==> src/sv/sor_pkg.sv <==
package sor_pkg;
  localparam int unsigned MaxN = 32;
  localparam int unsigned FracBits = 16;
  localparam int unsigned WeightFrac = 14;
  localparam int unsigned IdxW = 5;
  localparam int unsigned AddrW = 10;
  localparam int unsigned CfgIdxW = 2;
  localparam int unsigned CfgDataW = 16;

  localparam logic [1:0] FuncMatrix = 2'd0;
  localparam logic [1:0] FuncRhs = 2'd1;
  localparam logic [1:0] FuncStart = 2'd2;
  localparam logic [1:0] FuncSolve = 2'd3;

  localparam logic [1:0] StatusOk = 2'd0;
  localparam logic [1:0] StatusParam = 2'd1;
  localparam logic [1:0] StatusDiag = 2'd2;

  localparam logic [CfgIdxW-1:0] RegSize = 2'd0;
  localparam logic [CfgIdxW-1:0] RegIter = 2'd1;
  localparam logic [CfgIdxW-1:0] RegWeight = 2'd2;

  typedef struct packed {
    logic [1:0] func;
    logic [4:0] row;
    logic [4:0] col;
    logic signed [31:0] value;
  } in_item_t;

  typedef struct packed {
    logic [4:0] index;
    logic signed [31:0] solution_value;
    logic [1:0] status;
    logic last;
  } out_item_t;

  typedef struct packed {
    logic start;
    logic signed [63:0] dividend;
    logic signed [31:0] divisor;
  } div_req_t;

  typedef struct packed {
    logic busy;
    logic done;
    logic signed [63:0] quotient;
  } div_rsp_t;
endpackage

==> src/sv/sor_divider.sv <==
module sor_divider (
  input  logic                clk_i,
  input  logic                rst_ni,
  input  sor_pkg::div_req_t   req_i,
  output sor_pkg::div_rsp_t   rsp_o
);
  import sor_pkg::*;

  logic [63:0] rem_q, rem_d;
  logic [63:0] quo_q, quo_d;
  logic [31:0] dvs_q, dvs_d;
  logic neg_q, neg_d;
  logic [6:0] cnt_q, cnt_d;
  logic busy_q, busy_d;
  logic done_q, done_d;
  logic [64:0] trial;
  logic [63:0] ua;

  always_comb begin
    ua = req_i.dividend[63] ? 64'(-req_i.dividend) : 64'(req_i.dividend);
    trial = {rem_q, quo_q[63]} - {33'd0, dvs_q};
    rem_d = rem_q;
    quo_d = quo_q;
    dvs_d = dvs_q;
    neg_d = neg_q;
    cnt_d = cnt_q;
    busy_d = busy_q;
    done_d = 1'b0;
    if (req_i.start) begin
      rem_d = '0;
      quo_d = ua;
      dvs_d = req_i.divisor[31] ? 32'(-req_i.divisor) : 32'(req_i.divisor);
      neg_d = req_i.dividend[63] ^ req_i.divisor[31];
      cnt_d = 7'd64;
      busy_d = 1'b1;
    end else if (busy_q) begin
      if (trial[64]) begin
        rem_d = {rem_q[62:0], quo_q[63]};
        quo_d = {quo_q[62:0], 1'b0};
      end else begin
        rem_d = trial[63:0];
        quo_d = {quo_q[62:0], 1'b1};
      end
      cnt_d = cnt_q - 7'd1;
      if (cnt_q == 7'd1) begin
        busy_d = 1'b0;
        done_d = 1'b1;
      end
    end
  end

  always_ff @(posedge clk_i or negedge rst_ni) begin
    if (!rst_ni) begin
      busy_q <= 1'b0;
      done_q <= 1'b0;
      cnt_q <= '0;
    end else begin
      busy_q <= busy_d;
      done_q <= done_d;
      cnt_q <= cnt_d;
    end
  end

  always_ff @(posedge clk_i) begin
    rem_q <= rem_d;
    quo_q <= quo_d;
    dvs_q <= dvs_d;
    neg_q <= neg_d;
  end

  assign rsp_o.busy = busy_q;
  assign rsp_o.done = done_q;
  assign rsp_o.quotient = neg_q ? 64'(-quo_q) : quo_q;
endmodule

==> config.mk <==
export PLATFORM = sky130hd
export DESIGN_NAME = sor_divider
export DESIGN_NICKNAME = d
export VERILOG_FILES = /design/src/sv/sor_pkg.sv /design/src/sv/sor_divider.sv
export SDC_FILE = /design/constraint.sdc
export NUM_CORES = 1
export LEC_CHECK = 0
export BUFFER_PORTS_ARGS = -buffer_cell sky130_fd_sc_hd__clkbuf_2
export CORE_ASPECT_RATIO = 0.7
export CORE_MARGIN = 3
export CORE_UTILIZATION = 55
export CTS_BUF_LIST = sky130_fd_sc_hd__clkbuf_2
export DETAILED_ROUTE_END_ITERATION = 8
export PLACE_DENSITY = 0.76
export SYNTH_ARGS = -nofsm -noshare
export SYNTH_HDL_FRONTEND = slang
export SYNTH_SLANG_ARGS = --single-unit
==> constraint.sdc <==
create_clock -name clk_i -period 5.4 [get_ports clk_i]
set_input_delay 0 -clock clk_i [delete_from_list [all_inputs] [get_ports clk_i]]
set_output_delay 0 -clock clk_i [all_outputs]
set_load 0.01 [all_outputs]
### Yosys cells after proc, flatten, opt, wreduce, memory -nomap -nowiden

Cells that the tools add are included.

| operators by class | value |
|---|---|
| bitwise logic cells | 1 |
| add/sub/neg operators | 5 |
| eq/ne operators | 1 |
| muxes and demuxes | 15 |
| reduce and logical (&&, ||, !) cells | 1 |

Operator list:

| cell | number |
|---|---|
| $mux W64 | 5 |
| $neg A64 Y64 | 2 |
| $sub A65 B32 Y65 | 1 |
| $neg A32 Y32 | 1 |
| $mux W31 | 1 |
| $mux W7 | 2 |
| $eq A7 B1 Y1 const B | 1 |
| $mux W1 | 7 |
| $sub A7 B1 Y7 const B | 1 |
| $reduce_bool A2 Y1 | 1 |
| $xor A1 B1 Y1 | 1 |

| word-level totals | value |
|---|---|
| flip-flop bits (word level) | 170 |
| input bits | 99 |

### Longest topological paths before layout

Gate-level depths: netlist of the first run.

| logic depth | value |
|---|---|
| word-level depth | 4 |
| mapped depth | 15 |

### Worst setup path before layout of the first run

Ideal clock, no wire load.

| timing path | value |
|---|---|
| path kind | register -> register |
| start | reg rem_q[47] |
| end | reg rem_q[33] |
| setup time | 0.091 ns |
| data required time | 5.309 ns |
| cell stages (with the launch flop) | 12 |
| path buffers | 2 |
| arrival | 3.658 ns |
| setup slack | 1.651 ns |
| period minus slack after synthesis | 3.749 ns |
| path through | dfxtp_1 -> or4_1 -> or3_4 -> or4_4 -> or3_1 -> or2_1 -> o21a_1 -> buf_6 -> or2_1 -> buf_6 -> or4_1 -> a311oi_1 |

| between the ends | value |
|---|---|
| word-level cells in the longest chain between the ends | 2 |

Ends and longest elaborated chain:

| item | line | source |
|---|---|---|
| start, declared | sor_divider.sv:9 | `logic [63:0] rem_q, rem_d;` |
| start signal, assigned | sor_divider.sv:65 | `rem_q <= rem_d;` |
| $sub A65 B32 Y65 | sor_divider.sv:21 | `trial = {rem_q, quo_q[63]} - {33'd0, dvs_q};` |
| $mux W64 | sor_divider.sv:37 | `if (trial[64]) begin` |

No other way between the ends.
A chain may end at the register's enable or synchronous reset.

==> results of run 1 <==
-- critical path, cell delays in order (launching register included) --
cell	delay, ps
sky130_fd_sc_hd__edfxtp_1	480
sky130_fd_sc_hd__or4_1	620
sky130_fd_sc_hd__nor4_1	540
sky130_fd_sc_hd__nand4_1	540
sky130_fd_sc_hd__or3_1	550
sky130_fd_sc_hd__or3_1	390
sky130_fd_sc_hd__nor3_1	230
sky130_fd_sc_hd__nand2_1	180
sky130_fd_sc_hd__o21ai_0	280
sky130_fd_sc_hd__xnor2_1	230
sky130_fd_sc_hd__clkbuf_2	200
-- repair_timing --
action,CTS,global route
resized for setup,0,0
hold endpoints to repair,157,0
hold buffers,189,0
buffers inserted,0,0
-- per-stage QoR --
stage / worst slack, ps / total power [W] / utilization [%] / instance area [um^2] / cells
after floorplan: 1650 / 0.00452 / - / 12600 / 1489
after global placement: 1250 / 0.00528 / 61.2 / 13500 / 1886
after detailed placement: 1060 / 0.00535 / 61.2 / 13500 / 1886
after CTS: 578 / 0.00624 / 70.9 / 15700 / 2107
after global routing: 158 / 0.00679 / 70.9 / 15700 / 2108
final: 385 / 0.00635 / 70.9 / 15700 / 2109
-- registers in the layout (all words and copies together), names as in the netlist --
signal	flops
busy_q	1
neg_q	1
quo_q	64
dvs_q	32
cnt_q	7
rem_q	64
done_q	1
-- final timing paths --
check / startpoint / to / slack (ps) / depth (start not counted)
max reg2reg: quo_q[63]$_DFFE_PP_ / rem_q[5]$_SDFFE_PP0P_ / 1020 / 14
min reg2reg: rem_q[6]$_SDFFE_PP0P_ / rem_q[7]$_SDFFE_PP0P_ / 500 / 2
min in group asynchronous: rst_ni / busy_q$_DFF_PN0_ / 210 / 3
max: quo_q[6]$_DFFE_PP_ / rsp_o[52] / 390 / 10
min: req_i[32] / quo_q[0]$_DFFE_PP_ / 90 / 4
max in group asynchronous: rst_ni / busy_q$_DFF_PN0_ / 4870 / 3
-- placed cells by master, fill, tap and decap left out, types with 12 or more instances in the layout --
cell	instances
sky130_fd_sc_hd__clkbuf_2	183
sky130_fd_sc_hd__nand2b_1	24
sky130_fd_sc_hd__nor4_1	38
sky130_fd_sc_hd__a211oi_1	35
sky130_fd_sc_hd__xnor2_1	134
sky130_fd_sc_hd__a21o_1	14
sky130_fd_sc_hd__dlygate4sd3_1	189
sky130_fd_sc_hd__a21oi_1	104
sky130_fd_sc_hd__nand2_1	136
sky130_fd_sc_hd__nand3_1	15
sky130_fd_sc_hd__xor2_1	72
sky130_fd_sc_hd__o31ai_1	40
sky130_fd_sc_hd__o21ai_0	80
sky130_fd_sc_hd__or2_2	13
sky130_fd_sc_hd__or4_1	32
sky130_fd_sc_hd__or3_1	42
sky130_fd_sc_hd__o41ai_1	28
sky130_fd_sc_hd__ha_1	37
sky130_fd_sc_hd__a311oi_1	31
sky130_fd_sc_hd__inv_1	56
sky130_fd_sc_hd__nor2_1	162
sky130_fd_sc_hd__buf_4	12
sky130_fd_sc_hd__dfxtp_1	64
sky130_fd_sc_hd__nand4_1	13
sky130_fd_sc_hd__nor3_1	32
sky130_fd_sc_hd__edfxtp_1	97
-- area by class of cell --
type	count	area [um^2]
Inverter	57	214
Clock inverter	12	145
Tap cell	305	382
Clock buffer	20	100
Sequential cell	170	4420
Timing Repair Buffer	365	2810
Antenna cell	2	5.00
Multi-Input combinational cell	1178	7580
Fill cell	1676	6410
-- per-layer routing --
| layer | share of wire (%) | vias to the layer above | track usage [%] |
|---|---|---|---|
| met5 | 0 | - | 0 |
| met4 | 2.6 | 0 | 9.15 |
| met3 | 9.4 | 104 | 5.87 |
| met2 | 43 | 717 | 44.5 |
| met1 | 45 | 6025 | 44.0 |
| li1 | - | 6048 | - |
-- cell families (layout without fill, tap and decap cells) --
group,count (synthesis),count (layout),synth area share (%)
adders and majority gates,38,38,3.85
DFF,170,170,35.2
and+or+nand+nor,549,549,21.7
AOI/OAI and AO/OA,373,373,19.3
xor gates and xnor gates,206,206,14.4
muxes,12,12,1.04
buffers and inverters,141,454,4.47
other,0,2,0
-- power by group through the flow --
stage	clock network (W)	registers, W	logic (W)
floorplan	0	0.00201	0.00251
global placement	0	0.00211	0.00317
detailed placement	0	0.00212	0.00323
CTS	0.000738	0.00209	0.00340
global route	0.000801	0.00216	0.00383
finish	0.000740	0.00211	0.00350
==> out/results.txt, run 1 <==
The flow ran to the end, and the final reports show no timing, DRC or antenna violations. For the number of nets in the layout, the log shows 1926. Buffers placed on the I/O ports in this run total 164. The final cycle utilization of the critical path was 92.9%; the area added between synthesis and finish was 24.7%. TritonCTS built the clock tree. The switching portion of total power works out to 44.3%.

The minimum period implied by the final worst setup slack was 5010 ps. Routability-driven placement finished with a final weighted congestion of 0.975. The clock arrives with 44.4 ps of skew. Across every metal layer, demand over resource in global routing totals 29.9%.

Summed over all layers, the routed wires come to 38200 um. For this design the total switching power over the nets is 0.00281 W. Launching element type of the critical path: a flip-flop. The worst pin sits at a relative slew slack of 10.2%. The post-synthesis sequential area ratio is 35.2%, and the area enclosed by the die boundary is 0.0247 mm^2. Total congestion overflow after global routing: 0. The post-route netlist has 12.9% of its cells at a drive strength greater than 1. The root buffer cell chosen for the clock tree is sky130_fd_sc_hd__clkbuf_2.

The combined area of all synthesized cells came out at 0.0126 mm^2. The synthesized design spends more area on one cell type than any other, namely sky130_fd_sc_hd__edfxtp_1. IR analysis of the VDD net gives a maximum drop of 0.263 mV. At the pin with the least slew margin, the transition time is 1330 ps. After floorplanning, the core was divided into 45 placement rows. The clock-pin transition on the worst setup and hold timing paths was 230 ps; the share of the synthesized area in the top cell type was 23.2%. The wire-length estimate of the detail-placed layout is 24500 um. Summing over every cut layer, the via total after detailed routing is 12894.

Worst hold slack across all endpoints: 93.6 ps. The logs give 6.11 nW for the leakage power of the design and 61300 um for the wire length of the first global-routing pass. The logs give 5010 ps for the critical path arrival and 4 for the number of H-tree branching levels. Of all flip-flops after synthesis, the portion carrying an async set or reset was 5.29%.

For the maximum number of pins on one net before global-route repair, the log shows 81. The initial core utilization came out at 56.9%. The category of the most critical setup path was flip-flop to output port. Number of warnings reported in the yosys synthesis log: 0. The maximum clock path buffer count is 2. For the post-route DRC violation count, the log shows 0. The run gives 0 as the number of slew-limit violations in the final report.

The post-route setup TNS was 0 ps; the area of the core was 0.0221 mm^2. Setup violations remaining at the end of the flow were counted as 0. The run gives 1658 as the iteration-0 DRC count of the detailed router.

The post-synth net total was 1626; the via count of the first global-routing pass was 11800. Per report_power, the sequential group accounts for 33.3% of the total. The number of hold violations in the final report is 0, and the number of antenna violations at the first check in global routing is 1.

The combinational share of power came out at 55.1%. Using the TritonRoute via totals, the vias-per-cell ratio works out to 6.11. During I/O placement, the number of pins put on the boundary was 165.

The commonest cells after synthesis are sky130_fd_sc_hd__nor2_1, sky130_fd_sc_hd__nand2_1, sky130_fd_sc_hd__xnor2_1. Setup repair after global routing left no endpoint under its margin. The floorplan step set the die height to 132 um.

In this run the power density over the cells is 406 mW/mm^2. Number of iterations in the first detailed-routing pass: 8. Measured along the x axis, the die boundary spans 187 um.

In the synthesized netlist the dominant register cell turns out to be sky130_fd_sc_hd__edfxtp_1. Sorting the synthesized cells by area gives the leading types as sky130_fd_sc_hd__edfxtp_1, sky130_fd_sc_hd__dfxtp_1, sky130_fd_sc_hd__xnor2_1. The worst-path maximum fanout is 7, and the number of flops mapped to enable cells by yosys is 97. The most frequent cell after synthesis is sky130_fd_sc_hd__nor2_1. The synthesized area divided by synthesized cell count is 8.43 um^2. Kind of end point of the critical path: an output port. The logs give 1489 for the gate count after technology mapping and 0 for the number of maximum-capacitance violations. The type of the worst min-delay path was input pin to flip-flop. Based on the critical path, the design can be clocked at up to 199 MHz. Data required time of the worst path: 5400 ps. The clock power share is 11.6%.

The later pin in the worst-skew pair is clocked with a latency of 810 ps. Clock tree synthesis inserted a total of 17 buffers. The run gives 0.00354 W as the internal power of the cells. Synthesis inferred 170 register bits. The clock sink count is 170.

Once detail routing completed, the nets flagged for antenna violations numbered 0. The per-cell routed wire length was 18.1 um. The number of distinct library cells after synthesis came out at 62.
Power figures use the tool's default switching activity.
==> run 2, diff against run 1 <==
--- a/config.mk
+++ b/config.mk
@@ -7,11 +7,12 @@
 export LEC_CHECK = 0
 export BUFFER_PORTS_ARGS = -buffer_cell sky130_fd_sc_hd__clkbuf_2
 export CORE_ASPECT_RATIO = 0.7
-export CORE_MARGIN = 3
+export CORE_MARGIN = 2
 export CORE_UTILIZATION = 55
 export CTS_BUF_LIST = sky130_fd_sc_hd__clkbuf_2
 export DETAILED_ROUTE_END_ITERATION = 8
 export PLACE_DENSITY = 0.76
+export SLEW_MARGIN = 10
 export SYNTH_ARGS = -nofsm -noshare
 export SYNTH_HDL_FRONTEND = slang
 export SYNTH_SLANG_ARGS = --single-unit
==> out/results.txt, run 2 (same netlist as run 1, synthesis figures left out) <==
The tightest min-delay check is of the input pin to flip-flop type. The run gives 0 (unchanged) as the remaining antenna violation count after routing. The minimum period implied by the final worst setup slack is 5020 ps (+10.0 ps), and the number of placement rows is 46 (+2.2%). The maximum number of pins on one net before global-route repair is 134 (+65%). The library cell used most frequently in the layout, excluding fill and tap cells, is sky130_fd_sc_hd__dlygate4sd3_1. Setup repair after global routing left no endpoint under its margin. The category of the most critical setup path was flip-flop to output port.

The run gives 0 (unchanged) as the number of slew-limit violations in the final report. In this design, the largest share of critical-path delay is due to simple AND/OR/NAND/NOR gates. The area enclosed by the die boundary is 0.0241 mm^2 (-2.6%), and the final estimated routing congestion in global placement is 0.912 (-6.5%). The number of ports placed on the die boundary was 165 (unchanged). The total wire length is 37100 um (-2.9%), and the leakage power of the design is 6.12 nW (+0.24%). The horizontal extent of the die works out to 185 um (-1.1%).

The number of hold violations in the final report was 0 (unchanged); the worst hold slack across all endpoints was 116 ps (+22.3 ps). The area of the core was 0.0225 mm^2 (+2.0%); the highest attainable clock frequency was 199 MHz (-0.20%). The count of input and output buffers was 164 (unchanged). The relative slew slack was 8.64% (-1.6 points); the power density over the cells was 406 mW/mm^2 (about the same). The kind of end point of the critical path is an output port.

The worst setup slack for register-to-register paths is 530 ps (-490 ps). The maximum clock path buffer count was 2 (unchanged). For the data required time of the worst path, the log shows 5400 ps (about the same).

Critical path arrival: 5020 ps (about the same). The cell type with the highest occurrence count on the critical path was sky130_fd_sc_hd__nor4_1. The post-route DRC violation count came out at 0 (unchanged). The utilization after layout is 69.7% (-1.2 points), and the post-route setup TNS is 0 ps (unchanged). In this run the worst setup path begins at quo_q[13]$_DFFE_PP_.

Number of antenna violations at the first check in global routing: 1 (unchanged). The clock latency of the later-clocked register in the worst-skew pair is 780 ps (-30 ps). The mean number of vias per cell came out at 6.04 (-1.2%). The clock-pin transition on the worst setup and hold timing paths is 270 ps (+40 ps). The top cell types in the final layout, fill and taps aside, are sky130_fd_sc_hd__dlygate4sd3_1, sky130_fd_sc_hd__clkbuf_2, sky130_fd_sc_hd__nor2_1, sky130_fd_sc_hd__nand2_1, sky130_fd_sc_hd__xnor2_1. The overall global routing resource usage was 30.6% (+0.68 points). The library cell used as clock root buffer is sky130_fd_sc_hd__clkbuf_2.

The number of cells on the worst reg-to-reg path was 14 (unchanged); the number of maximum-capacitance violations was 0 (unchanged). Following the worst setup path forward leads to its endpoint at rsp_o[63]. Worst path buffer plus inverter count: 1 (unchanged). The end of the worst register-to-register path is quo_q[0]$_DFFE_PP_.

For the post-layout worst setup margin, the log shows 375 ps (-10.0 ps). The number of nets in the layout was 1925 (-0.052%). The run finished with clean final reports. The setup violation total in the final timing report is 0 (unchanged), and the number of iterations in the first detailed-routing pass is 6 (-2).

On the critical path, the stage with the largest delay is an instance of sky130_fd_sc_hd__nor4_1. The tools report the pre-CTS worst setup slack as 1070 ps (+9.75 ps). For the number of H-tree branching levels, the log shows 4 (unchanged). STA classifies the critical path startpoint as a flip-flop.

The signal on the critical path passes through or4_1 -> nor4_1 -> nand4_1 -> or3_1 -> nor4_1 -> nand4b_1 -> a21oi_1 -> xnor2_1 -> clkbuf_2. The sum of net half-perimeters after detailed placement is 24100 um (-1.5%), and the overall via count from detail_route is 12765 (-1.0%). The worst flop-to-flop path startpoint was quo_q[63]$_DFFE_PP_. The tools report the wire length of the first global-routing pass as 59200 um (-3.3%). The per-cell routed wire length was 17.5 um (-3.1%); the area added between synthesis and finish was 25.0%.

The run gives 55.8% (-1.1 points) as the initial core utilization. Final cycle utilization of the critical path: 93.0% (+0.19 points). For the TritonCTS buffer count, the log shows 17 (unchanged). The total congestion overflow after global routing is 0 (unchanged), and the total number of cells along the worst setup path is 9 (-1). The final cell count without fillers was 2114 (+0.24%); the slew at the pin closest to its max-slew limit was 1360 ps (+23.3 ps). The largest registers in the layout are quo_q: 64 flops, rem_q: 64 flops, dvs_q: 32 flops.

The cell total after placement is 1893 (+0.37%), and the die span in y is 130 um (-1.5%). The logs give 48.3 ps (+3.82 ps) for the final setup skew and 170 (unchanged) for the clock sink count. The number of fill cells was 1717 (+2.4%); the via count of the first global-routing pass was 11783 (-0.14%). The worst-path maximum fanout was 7 (unchanged); the biggest cell delay along the critical path was 660 ps (+40 ps).

The proportion of layout cells with a drive suffix above 1 works out to 13.1% (+0.17 points). TritonCTS built the clock tree. For the iteration-0 DRC count of the detailed router, the log shows 1339 (-19%). Worst supply voltage drop on vdd: 0.227 mV (-14%).
-- run 2: changes by cell type in the layout (fill, tap and decap cells not counted) --
cell                            delta
sky130_fd_sc_hd__buf_12            +1
sky130_fd_sc_hd__buf_4             -1
sky130_fd_sc_hd__bufinv_16         +1
sky130_fd_sc_hd__clkbuf_2          +4
sky130_fd_sc_hd__clkinv_1          -3
sky130_fd_sc_hd__diode_2           -1
sky130_fd_sc_hd__dlygate4sd3_1     -1
sky130_fd_sc_hd__inv_6             -2
-- run 2: routing by layer --
metal  part of all wire, %  GRT usage (%)  wire [um]  vias up
met4                   2.5           9.27        933        0
met3                   8.3           5.93       3060       95
met5                     0              0          0        -
li1                      -              -          -     6041
met2                    44           46.6      16100      655
met1                    46           44.1      16900     5974
-- run 2: per-stage QoR --
stage                     power, W  instance area [um^2]
after floorplan            0.00452                 12600
after global placement     0.00527                 13500
after detailed placement   0.00535                 13500
after CTS                  0.00628                 15700
after global routing       0.00681                 15700
final                      0.00637                 15700
-- run 2: power by group --
group	internal, W	switching [W]
Sequential	0.00173	0.000383
Clock	0.000317	0.000461
Combinational	0.00155	0.00192
-- run 2: cell type report --
class	count	area, um^2	share of cell area, %
antenna	1	2.50	0.0160
clock buffer	24	120	0.766
clock inverter	8	146	0.933
inverter	57	214	1.36
multi-input combinational	1178	7580	48.3
sequential	170	4420	28.2
tap	312	390	2.49
timing repair buffer	364	2810	17.9
-- run 2: worst register-to-register path, cell delays in order, from the launching register on --
cell	delay, ps
sky130_fd_sc_hd__edfxtp_1	430
sky130_fd_sc_hd__inv_1	60
sky130_fd_sc_hd__ha_1	220
sky130_fd_sc_hd__fa_1	380
sky130_fd_sc_hd__nand2b_1	200
sky130_fd_sc_hd__a21oi_1	180
sky130_fd_sc_hd__o21ai_0	180
sky130_fd_sc_hd__and4_1	260
sky130_fd_sc_hd__nor4_1	650
sky130_fd_sc_hd__o21a_1	180
sky130_fd_sc_hd__buf_4	290
sky130_fd_sc_hd__or2_1	580
sky130_fd_sc_hd__buf_4	370
sky130_fd_sc_hd__o21ai_0	100
sky130_fd_sc_hd__dlygate4sd3_1	580
-- run 2: how the worst min path moves through the flow --
| stage | start | end | slack [ps] | cells past startpoint |
|---|---|---|---|---|
| 5_1_grt | req_i[30] | dvs_q[30]$_DFFE_PP_ | 70 | 3 |
| 6_report | req_i[30] | dvs_q[30]$_DFFE_PP_ | 120 | 3 |
| 3_3_place_gp | rst_ni | done_q$_DFF_PN0_ | -140 | 1 |
| 2_1_floorplan | rst_ni | busy_q$_DFF_PN0_ | -300 | 0 |
| 4_1_cts | req_i[95] | quo_q[24]$_DFFE_PP_ | 30 | 4 |
| 3_5_place_dp | rst_ni | busy_q$_DFF_PN0_ | -140 | 1 |
-- run 2: timing repair --
item                      in CTS  in global routing
hold buffers                 188                  0
buffers inserted               0                  0
resized for setup              0                  0
hold endpoints to repair     160                  0
==> run 3, diff against run 2 <==
--- a/config.mk
+++ b/config.mk
@@ -7,7 +7,6 @@
 export LEC_CHECK = 0
 export BUFFER_PORTS_ARGS = -buffer_cell sky130_fd_sc_hd__clkbuf_2
 export CORE_ASPECT_RATIO = 0.7
-export CORE_MARGIN = 2
 export CORE_UTILIZATION = 55
 export CTS_BUF_LIST = sky130_fd_sc_hd__clkbuf_2
 export DETAILED_ROUTE_END_ITERATION = 8
==> out/results.txt, run 3 (same netlist as run 1, synthesis figures left out) <==
The flow ran to the end, and the final reports show no timing, DRC or antenna violations. The run gives 460 ps (-70 ps) as the worst setup slack for register-to-register paths. Portion of total power attributed to sequential cells: 33.2% (about the same).

Mean number of vias per cell: 6.16 (+2.1%). The per-cell routed wire length is 18.1 um (+3.1%). The logs give 72.3% (+2.6 points) for the utilization after layout and 17 (unchanged) for the TritonCTS buffer count. The tools report the area of the core as 0.0220 mm^2 (-2.2%).

The final setup skew is 55.3 ps (+7.03 ps). The number of ports placed on the die boundary is 165 (unchanged). The number of nets in the layout is 1952 (+1.4%). The net switching power of the design came out at 0.00280 W (+1.1%). Leaving out fill and tap cells, the most frequent cells in the layout are sky130_fd_sc_hd__dlygate4sd3_1, sky130_fd_sc_hd__clkbuf_2, sky130_fd_sc_hd__nor2_1, sky130_fd_sc_hd__nand2_1, sky130_fd_sc_hd__xnor2_1.

The combinational share of power came out at 55.2% (+0.7 points). The slew at the pin closest to its max-slew limit works out to 933 ps (-425 ps). The worst setup path is launched from a flip-flop.

In this run the critical register-to-register path is launched from quo_q[63]$_DFFE_PP_. Worst-path maximum fanout: 7 (unchanged). The sum of net half-perimeters after detailed placement was 24100 um (-0.31%); the post-cts repair resize count was 0 (unchanged). The count of input and output buffers is 164 (unchanged). The logs give 5140 ps (+120 ps) for the critical path arrival and 810 ps (+30 ps) for the clock latency of the later-clocked register in the worst-skew pair. The largest registers in the layout are quo_q: 64 flops, rem_q: 64 flops, dvs_q: 32 flops. The tools report the wire length on met2 as 16600 um (+3.0%).

The clock power share was 11.6% (-0.6 points); the wire length of the first global-routing pass was 62500 um (+5.6%). The tools report the destination of the worst hold path as dvs_q[29]$_DFFE_PP_. The total congestion overflow after global routing was 0 (unchanged); the horizontal extent of the die was 183 um (-1.1%). The run gives 0 (unchanged) as the number of hold violations in the final report. For the final estimated routing congestion in global placement, the log shows 0.904 (-0.83%). The highest attainable clock frequency was 195 MHz (-2.2%); the maximum number of pins on one net before global-route repair was 108 (-19%).

The area enclosed by the die boundary came out at 0.0234 mm^2 (-2.6%). The worst hold slack across all endpoints is 110 ps (-6.26 ps), and the hold-critical path depth is 3 (unchanged). TritonCTS built the clock tree. The clock sink count is 170 (unchanged), and the worst supply voltage drop on vdd is 0.223 mV (-1.7%). The run gives 0 (unchanged) as the post-route DRC violation count. The die span in y is 128 um (-1.5%), and the final cycle utilization of the critical path is 95.1% (+2.1 points).

The cell sitting at the root of the clock tree is a sky130_fd_sc_hd__clkbuf_2. The post-layout worst setup margin is 263 ps (-112 ps). The maximum clock path buffer count was 2 (unchanged). The clock-pin transition on the worst setup and hold timing paths came out at 270 ps (about the same). The power density over the cells was 400 mW/mm^2 (-1.4%); the relative slew slack was 37.2% (+29 points).

Compared with the post-synthesis result, the final layout area differs by 26.8%. The logs give 0 (unchanged) for the remaining antenna violation count after routing and 0 (unchanged) for the number of slew-limit violations in the final report. The post-route standard cell area excluding fillers is 0.0159 mm^2 (+1.5%).

The category of the most critical setup path is flip-flop to output port. In this run the worst hold path is classified as input pin to flip-flop. The overall via count from detail_route was 13162 (+3.1%); the leakage power of the design was 6.22 nW (+1.6%).

Setup repair after global routing left no endpoint under its margin. The launch instance of the worst min-delay path is req_i[29]. The number of antenna violations at the first check in global routing is 1 (unchanged).

The number of maximum-capacitance violations was 0 (unchanged). The minimum period implied by the final worst setup slack is 5140 ps (+112 ps). The run gives 1050 ps (-21.2 ps) as the pre-CTS worst setup slack. The endpoint identified for the worst register-to-register timing path is quo_q[0]$_DFFE_PP_. The internal power of the cells was 0.00357 W (-0.76%). Iteration-0 DRC count of the detailed router: 1658 (+24%). The kind of end point of the critical path was an output port. The switching portion of total power is 43.9% (+0.45 points). The proportion of layout cells with a drive suffix above 1 is 12.9% (-0.19 points), and the length of routed met3 wiring is 3770 um (+23%). The post-route setup TNS was 0 ps (unchanged); the overall global routing resource usage was 33.2% (+2.6 points). The number of cells on the worst reg-to-reg path is 14 (unchanged). The instance area after placement is 0.0135 mm^2 (-0.16%). The initial core utilization is 57.0% (+1.2 points), and the number of iterations in the first detailed-routing pass is 6 (unchanged). The data required time of the worst path was 5400 ps (about the same); the via count of the first global-routing pass was 12312 (+4.5%). Number of placement rows: 45 (-2.2%). Leaving out fill and tap cells, the most frequent cell in the layout is sky130_fd_sc_hd__dlygate4sd3_1. The tools report the routed length on met1 as 17200 um (+1.4%).

For the number of H-tree branching levels, the log shows 4 (unchanged). The run gives 0 (unchanged) as the setup violation total in the final timing report. For the total wire length, the log shows 38600 um (+4.1%). The highest metal layer carrying signal wires in the routed design is met4.
run 3: worst max path at each step:
stage | start | slack, ps | cells past startpoint | endpoint
2_1_floorplan | rem_q[47]$_SDFFE_PP0P_ | 1650 | 11 | rem_q[33]$_SDFFE_PP0P_
3_3_place_gp | rem_q[47]$_SDFFE_PP0P_ | 1270 | 10 | rem_q[37]$_SDFFE_PP0P_
3_5_place_dp | quo_q[63]$_DFFE_PP_ | 1050 | 14 | rem_q[5]$_SDFFE_PP0P_
4_1_cts | quo_q[5]$_DFFE_PP_ | 460 | 10 | rsp_o[52]
5_1_grt | quo_q[4]$_DFFE_PP_ | 20 | 10 | rsp_o[52]
6_report | quo_q[11]$_DFFE_PP_ | 260 | 10 | rsp_o[52]
run 3: what timing repair did:
item | 4_1_cts | 5_1_grt
hold buffers | 215 | 0
setup endpoints to repair | 0 | 0
hold endpoints to repair | 159 | 0
setup buffers | 0 | 0
run 3: cell type report:
cell class                      count  area [um^2]
Multi-Input combinational cell   1178         7590
Fill cell                        1599         6090
Sequential cell                   170         4420
Timing Repair Buffer              391         3070
Tap cell                          305          382
Inverter                           57          214
Clock inverter                      9          125
Clock buffer                       23          115
Antenna cell                        2         5.00
run 3: per-layer routing:
metal	track usage [%]	up-vias
met5	0	-
met4	12.0	0
met3	6.40	129
met2	49.4	841
met1	48.0	6088
li1	-	6104
run 3: power groups by stage:
| stage | registers [W] | clock network [W] | logic, W |
|---|---|---|---|
| detailed placement | 0.00212 | 0 | 0.00322 |
| floorplan | 0.00201 | 0 | 0.00251 |
| finish | 0.00212 | 0.000737 | 0.00352 |
| global placement | 0.00211 | 0 | 0.00316 |
| CTS | 0.00210 | 0.000744 | 0.00342 |
| global route | 0.00216 | 0.000794 | 0.00388 |
run 3: critical path, cell delays in order, from the launching register on:
cell and delay, ps:
sky130_fd_sc_hd__edfxtp_1 530, sky130_fd_sc_hd__or4_1 600, sky130_fd_sc_hd__nor4_1 630, sky130_fd_sc_hd__nand4_1 540, sky130_fd_sc_hd__or3_1 550, sky130_fd_sc_hd__or3_1 390, sky130_fd_sc_hd__nor3_1 270, sky130_fd_sc_hd__nand2_1 180
sky130_fd_sc_hd__o21ai_0 260, sky130_fd_sc_hd__xnor2_1 200, sky130_fd_sc_hd__clkbuf_2 190
run 3: per-stage QoR:
step / total power [W] / instances
floorplan: 0.00452 / 1489
global placement: 0.00528 / 1886
detailed placement: 0.00534 / 1886
CTS: 0.00626 / 2133
global route: 0.00683 / 2134
finish: 0.00637 / 2135
